File: src/sv/edfs_pkg.sv
// Shared types, constants and opcodes of the EDF task scheduler.
package edfs_pkg;

    localparam int ID_BITS       = 8;
    localparam int TIME_BITS     = 32;
    localparam int OP_BITS       = 2;
    localparam int MAX_TASKS_DEF = 16;

    localparam logic [OP_BITS-1:0] OP_TICK     = 2'd0;
    localparam logic [OP_BITS-1:0] OP_RELEASE  = 2'd1;
    localparam logic [OP_BITS-1:0] OP_COMPLETE = 2'd2;

    typedef struct packed {
        logic [OP_BITS-1:0]   opcode;
        logic [ID_BITS-1:0]   task_id;
        logic [TIME_BITS-1:0] deadline;
        logic [TIME_BITS-1:0] now;
    } t_in_req;

    typedef struct packed {
        logic                 done_valid;
        logic [ID_BITS-1:0]   done_id;
        logic [TIME_BITS-1:0] done_time;
        logic                 mismatch_error;
        logic                 store_full;
        logic                 overdue_valid;
        logic [ID_BITS-1:0]   overdue_id;
        logic                 preempt_valid;
        logic [ID_BITS-1:0]   preempted_id;
        logic                 running_valid;
        logic [ID_BITS-1:0]   running_id;
    } t_out_res;

    // Classified request handed from the front queue to the core.
    typedef struct packed {
        logic                 is_release;
        logic                 is_complete;
        logic [ID_BITS-1:0]   task_id;
        logic [TIME_BITS-1:0] deadline;
        logic [TIME_BITS-1:0] now;
    } t_cmd;

    typedef struct packed {
        logic [ID_BITS-1:0]   id;
        logic [TIME_BITS-1:0] dl;
    } t_entry;

endpackage

File: src/sv/edfs_ram.sv
// Generic single-write, single-read RAM with registered read data.
module edfs_ram #(
    parameter int WIDTH = 8,
    parameter int DEPTH = 16
) (
    input  logic                     i_clk,
    input  logic                     i_we,
    input  logic [$clog2(DEPTH)-1:0] i_waddr,
    input  logic [WIDTH-1:0]         i_wdata,
    input  logic [$clog2(DEPTH)-1:0] i_raddr,
    output logic [WIDTH-1:0]         o_rdata
);
    logic [WIDTH-1:0] r_mem [DEPTH];
    logic [WIDTH-1:0] r_rdata;

    always_ff @(posedge i_clk) begin
        if (i_we) begin
            r_mem[i_waddr] <= i_wdata;
        end
        r_rdata <= r_mem[i_raddr];
    end

    assign o_rdata = r_rdata;
endmodule

File: src/sv/edfs_front.sv
// Request intake: classify opcodes and hold them in a two-entry queue.
module edfs_front (
    input  logic             i_clk,
    input  logic             i_rst_n,
    input  logic             i_in_valid,
    output logic             o_in_ready,
    input  edfs_pkg::t_in_req i_in_req,
    output logic             o_q_valid,
    input  logic             i_q_pop,
    output edfs_pkg::t_cmd   o_q_cmd
);
    import edfs_pkg::*;

    t_cmd       r_slot [2];
    logic       r_wp, r_rp;
    logic [1:0] r_cnt;
    logic       push, pop;
    t_cmd       cmd;

    // Unused opcode behaves as a plain tick.
    always_comb begin
        cmd.is_release  = (i_in_req.opcode == OP_RELEASE);
        cmd.is_complete = (i_in_req.opcode == OP_COMPLETE);
        cmd.task_id     = i_in_req.task_id;
        cmd.deadline    = i_in_req.deadline;
        cmd.now         = i_in_req.now;
    end

    assign o_in_ready = (r_cnt != 2'd2);
    assign push       = i_in_valid && o_in_ready;
    assign o_q_valid  = (r_cnt != 2'd0);
    assign pop        = i_q_pop && o_q_valid;
    assign o_q_cmd    = r_slot[r_rp];

    always_ff @(posedge i_clk) begin
        if (push) begin
            r_slot[r_wp] <= cmd;
        end
        if (!i_rst_n) begin
            r_wp  <= 1'b0;
            r_rp  <= 1'b0;
            r_cnt <= 2'd0;
        end else begin
            if (push) r_wp <= ~r_wp;
            if (pop)  r_rp <= ~r_rp;
            r_cnt <= r_cnt + {1'b0, push} - {1'b0, pop};
        end
    end
endmodule

File: src/sv/edfs_core.sv
// Scheduler core: sorted store walk, overdue/preempt/dispatch checks, result register.
module edfs_core #(
    parameter int MAX_TASKS = edfs_pkg::MAX_TASKS_DEF
) (
    input  logic                i_clk,
    input  logic                i_rst_n,
    input  logic                i_q_valid,
    output logic                o_q_pop,
    input  edfs_pkg::t_cmd      i_q_cmd,
    output logic                o_out_valid,
    input  logic                i_out_ready,
    output edfs_pkg::t_out_res  o_out_res
);
    import edfs_pkg::*;

    localparam int AW = $clog2(MAX_TASKS);
    localparam int CW = $clog2(MAX_TASKS + 1);
    localparam logic [CW-1:0] FULL = CW'(MAX_TASKS);

    localparam logic [3:0] S_IDLE    = 4'd0;
    localparam logic [3:0] S_INS_RD  = 4'd1;
    localparam logic [3:0] S_INS_CMP = 4'd2;
    localparam logic [3:0] S_REM_RD  = 4'd3;
    localparam logic [3:0] S_REM_CMP = 4'd4;
    localparam logic [3:0] S_SHF_RD  = 4'd5;
    localparam logic [3:0] S_SHF_WR  = 4'd6;
    localparam logic [3:0] S_CHECK   = 4'd7;
    localparam logic [3:0] S_HEAD    = 4'd8;
    localparam logic [3:0] S_HEAD_CMP= 4'd9;
    localparam logic [3:0] S_FIN     = 4'd10;

    logic [3:0]           r_state, n_state;
    logic [CW-1:0]        r_count, n_count;
    logic [CW-1:0]        r_k, n_k;
    logic                 r_run, n_run;
    logic [ID_BITS-1:0]   r_run_id, n_run_id;
    logic [TIME_BITS-1:0] r_run_dl, n_run_dl;
    t_cmd                 r_cmd, n_cmd;
    t_out_res             r_res, n_res;
    logic [ID_BITS-1:0]   r_rm_id, n_rm_id;
    logic                 r_rm_ovd, n_rm_ovd;
    logic                 r_out_valid, n_out_valid;
    t_out_res             r_out_res, n_out_res;

    logic          we;
    logic [AW-1:0] waddr, raddr;
    t_entry        wdata, rdata;
    logic [CW-1:0] k_inc;

    edfs_ram #(.WIDTH($bits(t_entry)), .DEPTH(MAX_TASKS)) u_store (
        .i_clk   (i_clk),
        .i_we    (we),
        .i_waddr (waddr),
        .i_wdata (wdata),
        .i_raddr (raddr),
        .o_rdata (rdata)
    );

    assign k_inc = r_k + 1'b1;

    always_comb begin
        n_state     = r_state;
        n_count     = r_count;
        n_k         = r_k;
        n_run       = r_run;
        n_run_id    = r_run_id;
        n_run_dl    = r_run_dl;
        n_cmd       = r_cmd;
        n_res       = r_res;
        n_rm_id     = r_rm_id;
        n_rm_ovd    = r_rm_ovd;
        n_out_valid = r_out_valid;
        n_out_res   = r_out_res;
        o_q_pop     = 1'b0;
        we          = 1'b0;
        waddr       = r_k[AW-1:0];
        wdata       = rdata;
        raddr       = r_k[AW-1:0];

        if (r_out_valid && i_out_ready) n_out_valid = 1'b0;

        case (r_state)
            S_IDLE: begin
                if (i_q_valid) begin
                    o_q_pop  = 1'b1;
                    n_cmd    = i_q_cmd;
                    n_res    = '0;
                    n_rm_ovd = 1'b0;
                    n_state  = S_CHECK;
                    if (i_q_cmd.is_complete && r_run) begin
                        if (i_q_cmd.task_id == r_run_id) begin
                            n_res.done_valid = 1'b1;
                            n_res.done_id    = r_run_id;
                            n_res.done_time  = i_q_cmd.now;
                            n_rm_id          = r_run_id;
                            n_run            = 1'b0;
                            n_run_id         = '0;
                            n_run_dl         = '0;
                            n_k              = '0;
                            n_state          = S_REM_RD;
                        end else begin
                            n_res.mismatch_error = 1'b1;
                        end
                    end else if (i_q_cmd.is_release) begin
                        if (r_count >= FULL) begin
                            n_res.store_full = 1'b1;
                        end else begin
                            n_k     = r_count;
                            n_state = S_INS_RD;
                        end
                    end
                end
            end
            // Walk down from the top, shifting later deadlines up one slot.
            S_INS_RD: begin
                if (r_k == '0) begin
                    we      = 1'b1;
                    waddr   = '0;
                    wdata   = '{id: r_cmd.task_id, dl: r_cmd.deadline};
                    n_count = r_count + 1'b1;
                    n_state = S_CHECK;
                end else begin
                    raddr   = AW'(r_k - 1'b1);
                    n_state = S_INS_CMP;
                end
            end
            S_INS_CMP: begin
                we = 1'b1;
                if (rdata.dl > r_cmd.deadline) begin
                    wdata   = rdata;
                    n_k     = r_k - 1'b1;
                    n_state = S_INS_RD;
                end else begin
                    wdata   = '{id: r_cmd.task_id, dl: r_cmd.deadline};
                    n_count = r_count + 1'b1;
                    n_state = S_CHECK;
                end
            end
            // Find the first entry with the running id.
            S_REM_RD: begin
                if (r_k >= r_count) begin
                    n_state = r_rm_ovd ? S_HEAD : S_CHECK;
                end else begin
                    n_state = S_REM_CMP;
                end
            end
            S_REM_CMP: begin
                if (rdata.id == r_rm_id) begin
                    n_state = S_SHF_RD;
                end else begin
                    n_k     = k_inc;
                    n_state = S_REM_RD;
                end
            end
            // Close the gap by moving later entries down one slot.
            S_SHF_RD: begin
                if (k_inc >= r_count) begin
                    n_count = r_count - 1'b1;
                    n_state = r_rm_ovd ? S_HEAD : S_CHECK;
                end else begin
                    raddr   = k_inc[AW-1:0];
                    n_state = S_SHF_WR;
                end
            end
            S_SHF_WR: begin
                we      = 1'b1;
                wdata   = rdata;
                n_k     = k_inc;
                n_state = S_SHF_RD;
            end
            S_CHECK: begin
                if (r_run && (r_cmd.now > r_run_dl)) begin
                    n_res.overdue_valid = 1'b1;
                    n_res.overdue_id    = r_run_id;
                    n_rm_id             = r_run_id;
                    n_rm_ovd            = 1'b1;
                    n_run               = 1'b0;
                    n_run_id            = '0;
                    n_run_dl            = '0;
                    n_k                 = '0;
                    n_state             = S_REM_RD;
                end else begin
                    n_state = S_HEAD;
                end
            end
            S_HEAD: begin
                raddr   = '0;
                n_state = (r_count == '0) ? S_FIN : S_HEAD_CMP;
            end
            S_HEAD_CMP: begin
                if (!r_run || (rdata.dl < r_run_dl)) begin
                    if (r_run) begin
                        n_res.preempt_valid = 1'b1;
                        n_res.preempted_id  = r_run_id;
                    end
                    n_run    = 1'b1;
                    n_run_id = rdata.id;
                    n_run_dl = rdata.dl;
                end
                n_state = S_FIN;
            end
            S_FIN: begin
                if (!r_out_valid || i_out_ready) begin
                    n_out_valid               = 1'b1;
                    n_out_res                 = r_res;
                    n_out_res.running_valid   = r_run;
                    n_out_res.running_id      = r_run ? r_run_id : '0;
                    n_state                   = S_IDLE;
                end
            end
            default: n_state = S_IDLE;
        endcase
    end

    always_ff @(posedge i_clk) begin
        r_k       <= n_k;
        r_cmd     <= n_cmd;
        r_res     <= n_res;
        r_rm_id   <= n_rm_id;
        r_out_res <= n_out_res;
        if (!i_rst_n) begin
            r_state     <= S_IDLE;
            r_count     <= '0;
            r_run       <= 1'b0;
            r_run_id    <= '0;
            r_run_dl    <= '0;
            r_rm_ovd    <= 1'b0;
            r_out_valid <= 1'b0;
        end else begin
            r_state     <= n_state;
            r_count     <= n_count;
            r_run       <= n_run;
            r_run_id    <= n_run_id;
            r_run_dl    <= n_run_dl;
            r_rm_ovd    <= n_rm_ovd;
            r_out_valid <= n_out_valid;
        end
    end

    assign o_out_valid = r_out_valid;
    assign o_out_res   = r_out_res;
endmodule

File: src/sv/edf_task_scheduler.sv
// Top level of the earliest-deadline-first task scheduler.
//
//  channel   direction  handshake                 payload
//  request   in         i_in_valid / o_in_ready   i_in_req   (edfs_pkg::t_in_req)
//  result    out        o_out_valid / i_out_ready o_out_res  (edfs_pkg::t_out_res)
//
// Work: a tick request passes the check, head and finish states of the core,
//   skipping the head compare when the store is empty; a release first walks down
//   past every stored entry with a later deadline, then places the new entry;
//   a completion or an overdue drop first scans for the entry and shifts later
//   entries down. The single read port of the task store makes each walk serial.
// Reset: synchronous, active low; clears the queue, task count and running task.
//   The store itself is not cleared; only entries below the count are ever used.
// Stalls: a two-entry request queue keeps taking requests while the core walks
//   the store, and the result register holds a finished result while the next
//   request is already in work.
module edf_task_scheduler #(
    parameter int MAX_TASKS = edfs_pkg::MAX_TASKS_DEF
) (
    input  logic               i_clk,
    input  logic               i_rst_n,
    input  logic               i_in_valid,
    output logic               o_in_ready,
    input  edfs_pkg::t_in_req  i_in_req,
    output logic               o_out_valid,
    input  logic               i_out_ready,
    output edfs_pkg::t_out_res o_out_res
);
    import edfs_pkg::*;

    logic q_valid;
    logic q_pop;
    t_cmd q_cmd;

    // Front: decode opcodes and queue requests.
    edfs_front u_front (
        .i_clk      (i_clk),
        .i_rst_n    (i_rst_n),
        .i_in_valid (i_in_valid),
        .o_in_ready (o_in_ready),
        .i_in_req   (i_in_req),
        .o_q_valid  (q_valid),
        .i_q_pop    (q_pop),
        .o_q_cmd    (q_cmd)
    );

    // Back: advance the scheduler one pass per queued request.
    edfs_core #(.MAX_TASKS(MAX_TASKS)) u_core (
        .i_clk       (i_clk),
        .i_rst_n     (i_rst_n),
        .i_q_valid   (q_valid),
        .o_q_pop     (q_pop),
        .i_q_cmd     (q_cmd),
        .o_out_valid (o_out_valid),
        .i_out_ready (i_out_ready),
        .o_out_res   (o_out_res)
    );
endmodule

File: config.mk
export PLATFORM = sky130hd
export DESIGN_NAME = edf_task_scheduler
export DESIGN_NICKNAME = d
export VERILOG_FILES = /design/src/sv/edfs_pkg.sv /design/src/sv/edfs_ram.sv /design/src/sv/edfs_front.sv /design/src/sv/edfs_core.sv /design/src/sv/edf_task_scheduler.sv
export SDC_FILE = /design/constraint.sdc
export NUM_CORES = 1
export LEC_CHECK = 0
export BUFFER_PORTS_ARGS = -buffer_cell sky130_fd_sc_hd__buf_2
export CAP_MARGIN = 15
export CORE_ASPECT_RATIO = 0.6
export CORE_MARGIN = 2
export CORE_UTILIZATION = 56
export DETAILED_ROUTE_END_ITERATION = 12
export PLACE_DENSITY = 0.82
export SYNTH_ARGS = -nofsm -noshare
export SYNTH_HDL_FRONTEND = slang
export SYNTH_HIERARCHICAL = 1
export SYNTH_SLANG_ARGS = --single-unit
File: constraint.sdc
create_clock -name i_clk -period 5.04 [get_ports i_clk]
set_input_delay 0.252 -clock i_clk [delete_from_list [all_inputs] [get_ports i_clk]]
set_output_delay 0.252 -clock i_clk [all_outputs]
set_load 0.005 [all_outputs]
; Word level (Yosys, flattened, before mapping)
; Memories as Yosys holds them, arrays and structs flattened. A register that Yosys moved wholly into a read port is not among the register bits.
; Index checks and enable logic that the tools add are counted.
[op_classes]
addsub = 6
magnitude_cmp = 6
n_eq_ne = 30
n_mux = 84
bitwise_logic = 3
reduce_logical = 30
[op_table]
columns = cell, count
row1 = 32-bit two-way mux, 5
row2 = 32-bit one-hot mux with 3 select lines, 1
row3 = 40-bit two-way mux, 2
row4 = 40-bit one-hot mux with 2 select lines, 1
row5 = 8-bit two-way mux, 9
row6 = 32-bit > comparator, 2
row7 = 5-bit two-way mux, 11
row8 = 4-bit two-way mux, 12
row9 = 4-bit one-hot mux with 11 select lines, 1
row10 = 41-bit two-way mux, 1
row11 = 9-bit one-hot mux with 2 select lines, 2
row12 = 32-bit less-than comparator, 1
row13 = 27-bit two-way mux, 1
row14 = 9-bit two-way mux, 3
row15 = 5-bit one-hot mux with 5 select lines, 1
row16 = 8-bit one-hot mux with 3 select lines, 1
row17 = 1-bit two-way mux, 21
row18 = "2-bit by 1-bit inequality test with 1-bit output, second input constant", 9
row19 = "4-bit by 3-bit equality test with 1-bit output, second input constant", 4
row20 = 8-bit equality test, 2
row21 = 8-bit one-hot mux with 2 select lines, 1
row22 = 3-bit two-way mux, 5
row23 = 5-bit one-hot mux with 3 select lines, 1
row24 = "4-bit equality test, second input constant", 3
row25 = other kinds (34), 59
[totals]
ff_bits = 272
mem_bits_rw = 788
inputBits = 78
output_inout_bits = 72
word_cells = 196
n_memories = 2
[memory_table]
columns = name, depth, word_bits, read_ports, rd_clocked_by_memory_dff, wr, line
row1 = u_core.u_store.r_mem, 16, 40, 1, 1, 1, edfs_ram.sv:13  ; logic [WIDTH-1:0] r_mem [DEPTH];
row2 = u_front.r_slot, 2, 74, 1, 1, 1, edfs_front.sv:14  ; t_cmd r_slot [2];

; Longest topological paths before layout
[depth]
word_depth = 6
mapped_depth = 16

; Modules after synthesis
; Netlist, hierarchy kept.
[modules_own_cells]
columns = module, instances, cells_each, area_per_inst_um2, seq_area_each_um2
row1 = edfs_ram, 1, 1040, 25130.4, 20019.2
row2 = edfs_core, 1, 1080, 13317.8, 7527.2
row3 = edfs_front, 1, 262, 5640.4, 4544.4

; Least setup slack after synthesis
; No wires, ideal clock.
[synth_timing]
kind = register -> register
startpoint = reg u_core.r_k[0]
endpoint = mem u_core/u_store/r_mem[0][0] (netlist name) (enable)
t_arrival_ns = 4.869
t_required_ns = 4.553
slack_ns = -0.316
stages_incl_launch_ff = 10
synth_period_minus_slack_ns = 5.356
cell_sequence = edfxtp_1 inv_1 ha_1 nand2b_1 nor3_1 inv_1 nor2_1 a21o_1 or3b_2 nor3_1
[synth_between]
elab_chain_len = 5
word_cells_on_any_way = 7
classes_between = mux (6) / reduce/logical (1)
[synth_lines]
columns = element, line
row1 = "start, declared", edfs_core.sv:34  ; logic [CW-1:0] r_k, n_k;
row2 = "start signal, assigned", edfs_core.sv:216  ; r_k <= n_k;
row3 = 5-bit logical NOT, edfs_core.sv:116  ; if (r_k == '0) begin
row4 = 1-bit two-way mux, edfs_core.sv:116
row5 = 1-bit one-hot mux with 2 select lines, edfs_core.sv:82  ; case (r_state)
row6 = named net u_core.we, edfs_core.sv:45  ; logic we;
row7 = 1-bit two-way mux, edfs_ram.sv:17  ; if (i_we) begin
row8 = 1-bit two-way mux (implied by the code), edfs_ram.sv:18  ; r_mem[i_waddr] <= i_wdata;
row9 = "end, declared", edfs_ram.sv:13
; The timed path passes the listed nets, and every way through them passes these cells.

; Worst setup path in the final report
[layout_timing]
startpoint = reg u_core.r_k[0]
endpoint = reg u_core.u_store.r_rdata[20], in the netlist u_core/u_store/o_rdata[20], read port of u_core.u_store.r_mem
[layout_between]
elab_chain_len = 4
word_cells_on_any_way = 7
classes_between = add/sub (2) / order compare (1) / mux (3) / reduce/logical (1)
[layout_lines]
columns = element, line
row1 = 5-bit by 1-bit adder with 5-bit output, edfs_core.sv:59  ; assign k_inc = r_k + 1'b1;
row2 = 5-bit >= comparator, edfs_core.sv:157  ; if (k_inc >= r_count) begin
row3 = 4-bit two-way mux, edfs_core.sv:157
row4 = 4-bit one-hot mux with 3 select lines (*), edfs_core.sv:82
row5 = named net u_core.raddr[3], edfs_core.sv:46  ; logic [AW-1:0] waddr, raddr;
row6 = "end, declared", edfs_ram.sv:14  ; logic [WIDTH-1:0] r_rdata;
; The timed path passes the listed nets; every way through them passes the cells marked *.
; A chain may end at the register's enable or synchronous reset.

==> out/metrics.yaml <==
status: "finished, final reports clean"
clk_path_buf_depth: 3
antenna_found_initial: 3
setup_viol: 0
clk_latency_ns: 0.68
worstPathMaxFanout: 40
grt_overflow: 0
synth_top_area_frac: 0.684
relSlewSlack: 0.253
path_delay_family: "compound AO/OA/AOI/OAI gates"
ir_drop_v: 0.000599
reg2reg_from: "u_core/r_k[0]"
grt_busiest_layer: "met2"
syn-num-nets: 2573
power_per_cell_area_mw_per_mm2: 628
final_cells: 3779
grt_setup_unrepaired: "false"
htree_num_levels: 3
synth_edf_count: 1004
crit_chain: "inv_1 > ha_1 > ha_1 > a21boi_0 > o21ai_0 > a21oi_1 > nor3_1 > a221oi_1 > o21ai_0 > nor2b_4 > buf_4 > a22oi_1 > nand2_1"
vias_per_cell: 6.28
regArea_sq_mm: 0.0321
multi_input_area_sq_mm: 0.0112
post-cts-setup-buffer-count: 0
max_slew.worst_pin.slew_ns: 1.12
min_to: "u_front/r_slot[1][5]"
fmax_ghz: 0.213
dr.pass1.iters: 7
synthArstFlopShare: 0
fin_worst_skew_ns: 0.0233
vias: 23735
grt_util_met1: 0.364
clk_pin_slew_worst_paths_ns: 0.08
nNetsFinal: 2841
grt_pass1_wl_mm: 155
ys.warnings.count: 6
io_pins: 150
r2r_end: "u_core/u_store/o_rdata[20]"
maxCapViolCount: 0
gr-usage-met3: 0.0631
drc: 0
worstPathRequired_ns: 5.65
min_from: "i_in_req[5]"
syn-cell-area_sq_mm: 0.0441
num_rows: 79
wl_per_cell_microns: 27.6
tns_ns: 0
synth_seq_cells: 1101
finalMaxSlewViolations: 0
hold_viol_final: 0
reg2regPathDepth: 13
wl_mm: 104
endpoint_kind: "flop"
worst_hold_path.num_cells: 2
io_buffers: 149
p_leak_nw: 17.1
crit_slowest_cell: "nor3_1"
numCtsBuffers: 90
fin_crit_ns: 4.69
syn_area_per_cell_sq_um: 18.5
die_h_microns: 221
routabilityCongestion: 0.868
syn_to_final_growth_pct: 13.6
syn-instance-count: 2382
cpPeakStageDelay_ns: 0.69
layout-drive-gt1-share: 0.188
cts_root_buf: "clkbuf_16"
die_w_microns: 366
numPlacedInstances: 3533
initial_core_util: 0.567
coreArea_sq_mm: 0.0777
start_kind: "flop"
crit_arrival_ns: 5.30
die-area_sq_mm: 0.0811
synthTopCellsByArea: "edfxtp_1 68%, mux4_2 5.1%, dfxtp_1 4.4%"
cts-hold-fix-buffers: 77
cp_num_buf_inv: 2
numClockSinks: 1101
tritoncts: "yes"
grt_pass1_vias: 24184
worstSetupPathType: "flop to flop"
yosysTopAreaCell: "edfxtp_1"
first_iter_violations: 3175
finalCritPeriodShare: 0.931
grt_max_degree: 99
r2r_slack_ns: 0.35
final_cell_mix: "1004 x edfxtp_1, 150 x buf_2, 144 x nand2_1, 112 x ha_1, 100 x mux4_2"
grtUsageTotal: 0.258
met2_usage: 0.397
hp-class: "primary input to flop"
synthFlopType: "edfxtp_1"
hpwl_mm: 59.5
final_common_cell: "edfxtp_1"
yosysSeqAreaShare: 0.728
yosysUniqueCellTypes: 74
nFillCells: 4940
ant_nets: 0
cts_resized: 0
## registers in the layout (all words and copies together) (netlist names), named ones only
name                    cells
u_core/r_state              4
u_core/u_store/o_rdata     40
u_front/r_rp                1
u_front/r_wp                1
u_core/r_k                  5
u_front/r_cnt               2
u_core/r_run_dl            32
u_core/r_run_id             8
u_core/r_cmd               72
u_core/r_run                1
u_core/o_out_valid          1
u_core/r_rm_id              8
u_core/u_store/r_mem      640
u_front/r_slot            148
u_core/r_rm_ovd             1
u_core/r_res               61
u_core/o_out_res           70
u_core/r_count              5
## through the flow
stage	instance area, sq um	hold WS (ns)	power [mW]	utilization	setup slack, ns
4_1_cts	50100	0.261	31.4	0.645	0.428
5_1_grt	50100	0.288	32.7	0.645	0.0367
2_1_floorplan	44100	0.351	21.1	-	-0.0203
6_report	50100	0.291	31.5	0.645	0.349
3_3_place_gp	46300	0.400	23.5	0.596	0.623
3_5_place_dp	46300	0.405	24.0	0.596	0.435
## cells by family after synthesis
kind of cell             share of synthesized area
AO/OA/AOI/OAI                               0.0366
XOR/XNOR                                   0.00457
adder cells (fa/ha/maj)                     0.0322
buffers and inverters                       0.0226
flip-flops                                   0.728
multiplexers                                 0.130
AND/OR/NAND/NOR                             0.0463
## cells in the mapped netlist (all sizes together), types with 6 or more instances
| library cell | instances |
|---|---|
| mux2 | 114 |
| nor2b | 11 |
| a22oi | 84 |
| nor2 | 46 |
| o21ai | 36 |
| a21o | 11 |
| xnor2 | 13 |
| a31oi | 8 |
| inv | 82 |
| dfxtp | 97 |
| mux2i | 46 |
| nand4 | 18 |
| a21oi | 55 |
| clkbuf | 58 |
| edfxtp | 1004 |
| ha | 112 |
| nand2b | 14 |
| mux4 | 160 |
| xor2 | 10 |
| nand3b | 6 |
| nand3 | 56 |
| nand2 | 145 |
| buf | 43 |
| nor3 | 14 |
| and2 | 68 |
## worst max-delay path by stage
stage | from | endpoint | slack, ns | depth (start not counted)
final | u_core/r_k[0] | u_core/u_store/o_rdata[20] | 0.35 | 13
after detailed placement | u_core/r_k[0] | u_core/u_store/o_rdata[12] | 0.43 | 13
after global routing | u_core/r_k[0] | u_core/u_store/o_rdata[33] | 0.04 | 13
after global placement | u_core/r_k[0] | u_core/u_store/o_rdata[15] | 0.62 | 13
after floorplan | u_core/r_k[0] | u_core/u_store/r_mem[12][0] | -0.02 | 9
after CTS | u_core/r_k[0] | u_core/u_store/o_rdata[12] | 0.43 | 13
## per-layer routing
| layer | vias to the layer above | wire (microns) |
|---|---|---|
| li1 | 10001 | - |
| met1 | 12067 | 40600 |
| met2 | 1442 | 48800 |
| met3 | 221 | 11400 |
| met4 | 4 | 3380 |
| met5 | - | 27 |
## worst reg2reg max path, delay by kind of cell, from the launching register on
| kind | cells | cell delay, ns |
|---|---|---|
| simple gates | 3 | 1.08 |
| buf+inv | 2 | 0.84 |
| flops | 1 | 0.50 |
| compound gates | 6 | 1.60 |
| fa+ha+maj | 2 | 0.63 |
## power by group
part | switching [mW] | internal [mW]
Sequential | 0.782 | 12.7
Combinational | 6.36 | 4.29
Clock | 3.23 | 4.09
## layout make-up
class	instances	share of cell area
tap	1053	0.0263
sequential	1101	0.641
timing repair buffer	277	0.0431
inverter	82	0.00617
clock inverter	45	0.0112
multi-input combinational	1098	0.223
clock buffer	122	0.0494
antenna	1	0.0000500
Power figures use the tool's default switching activity.
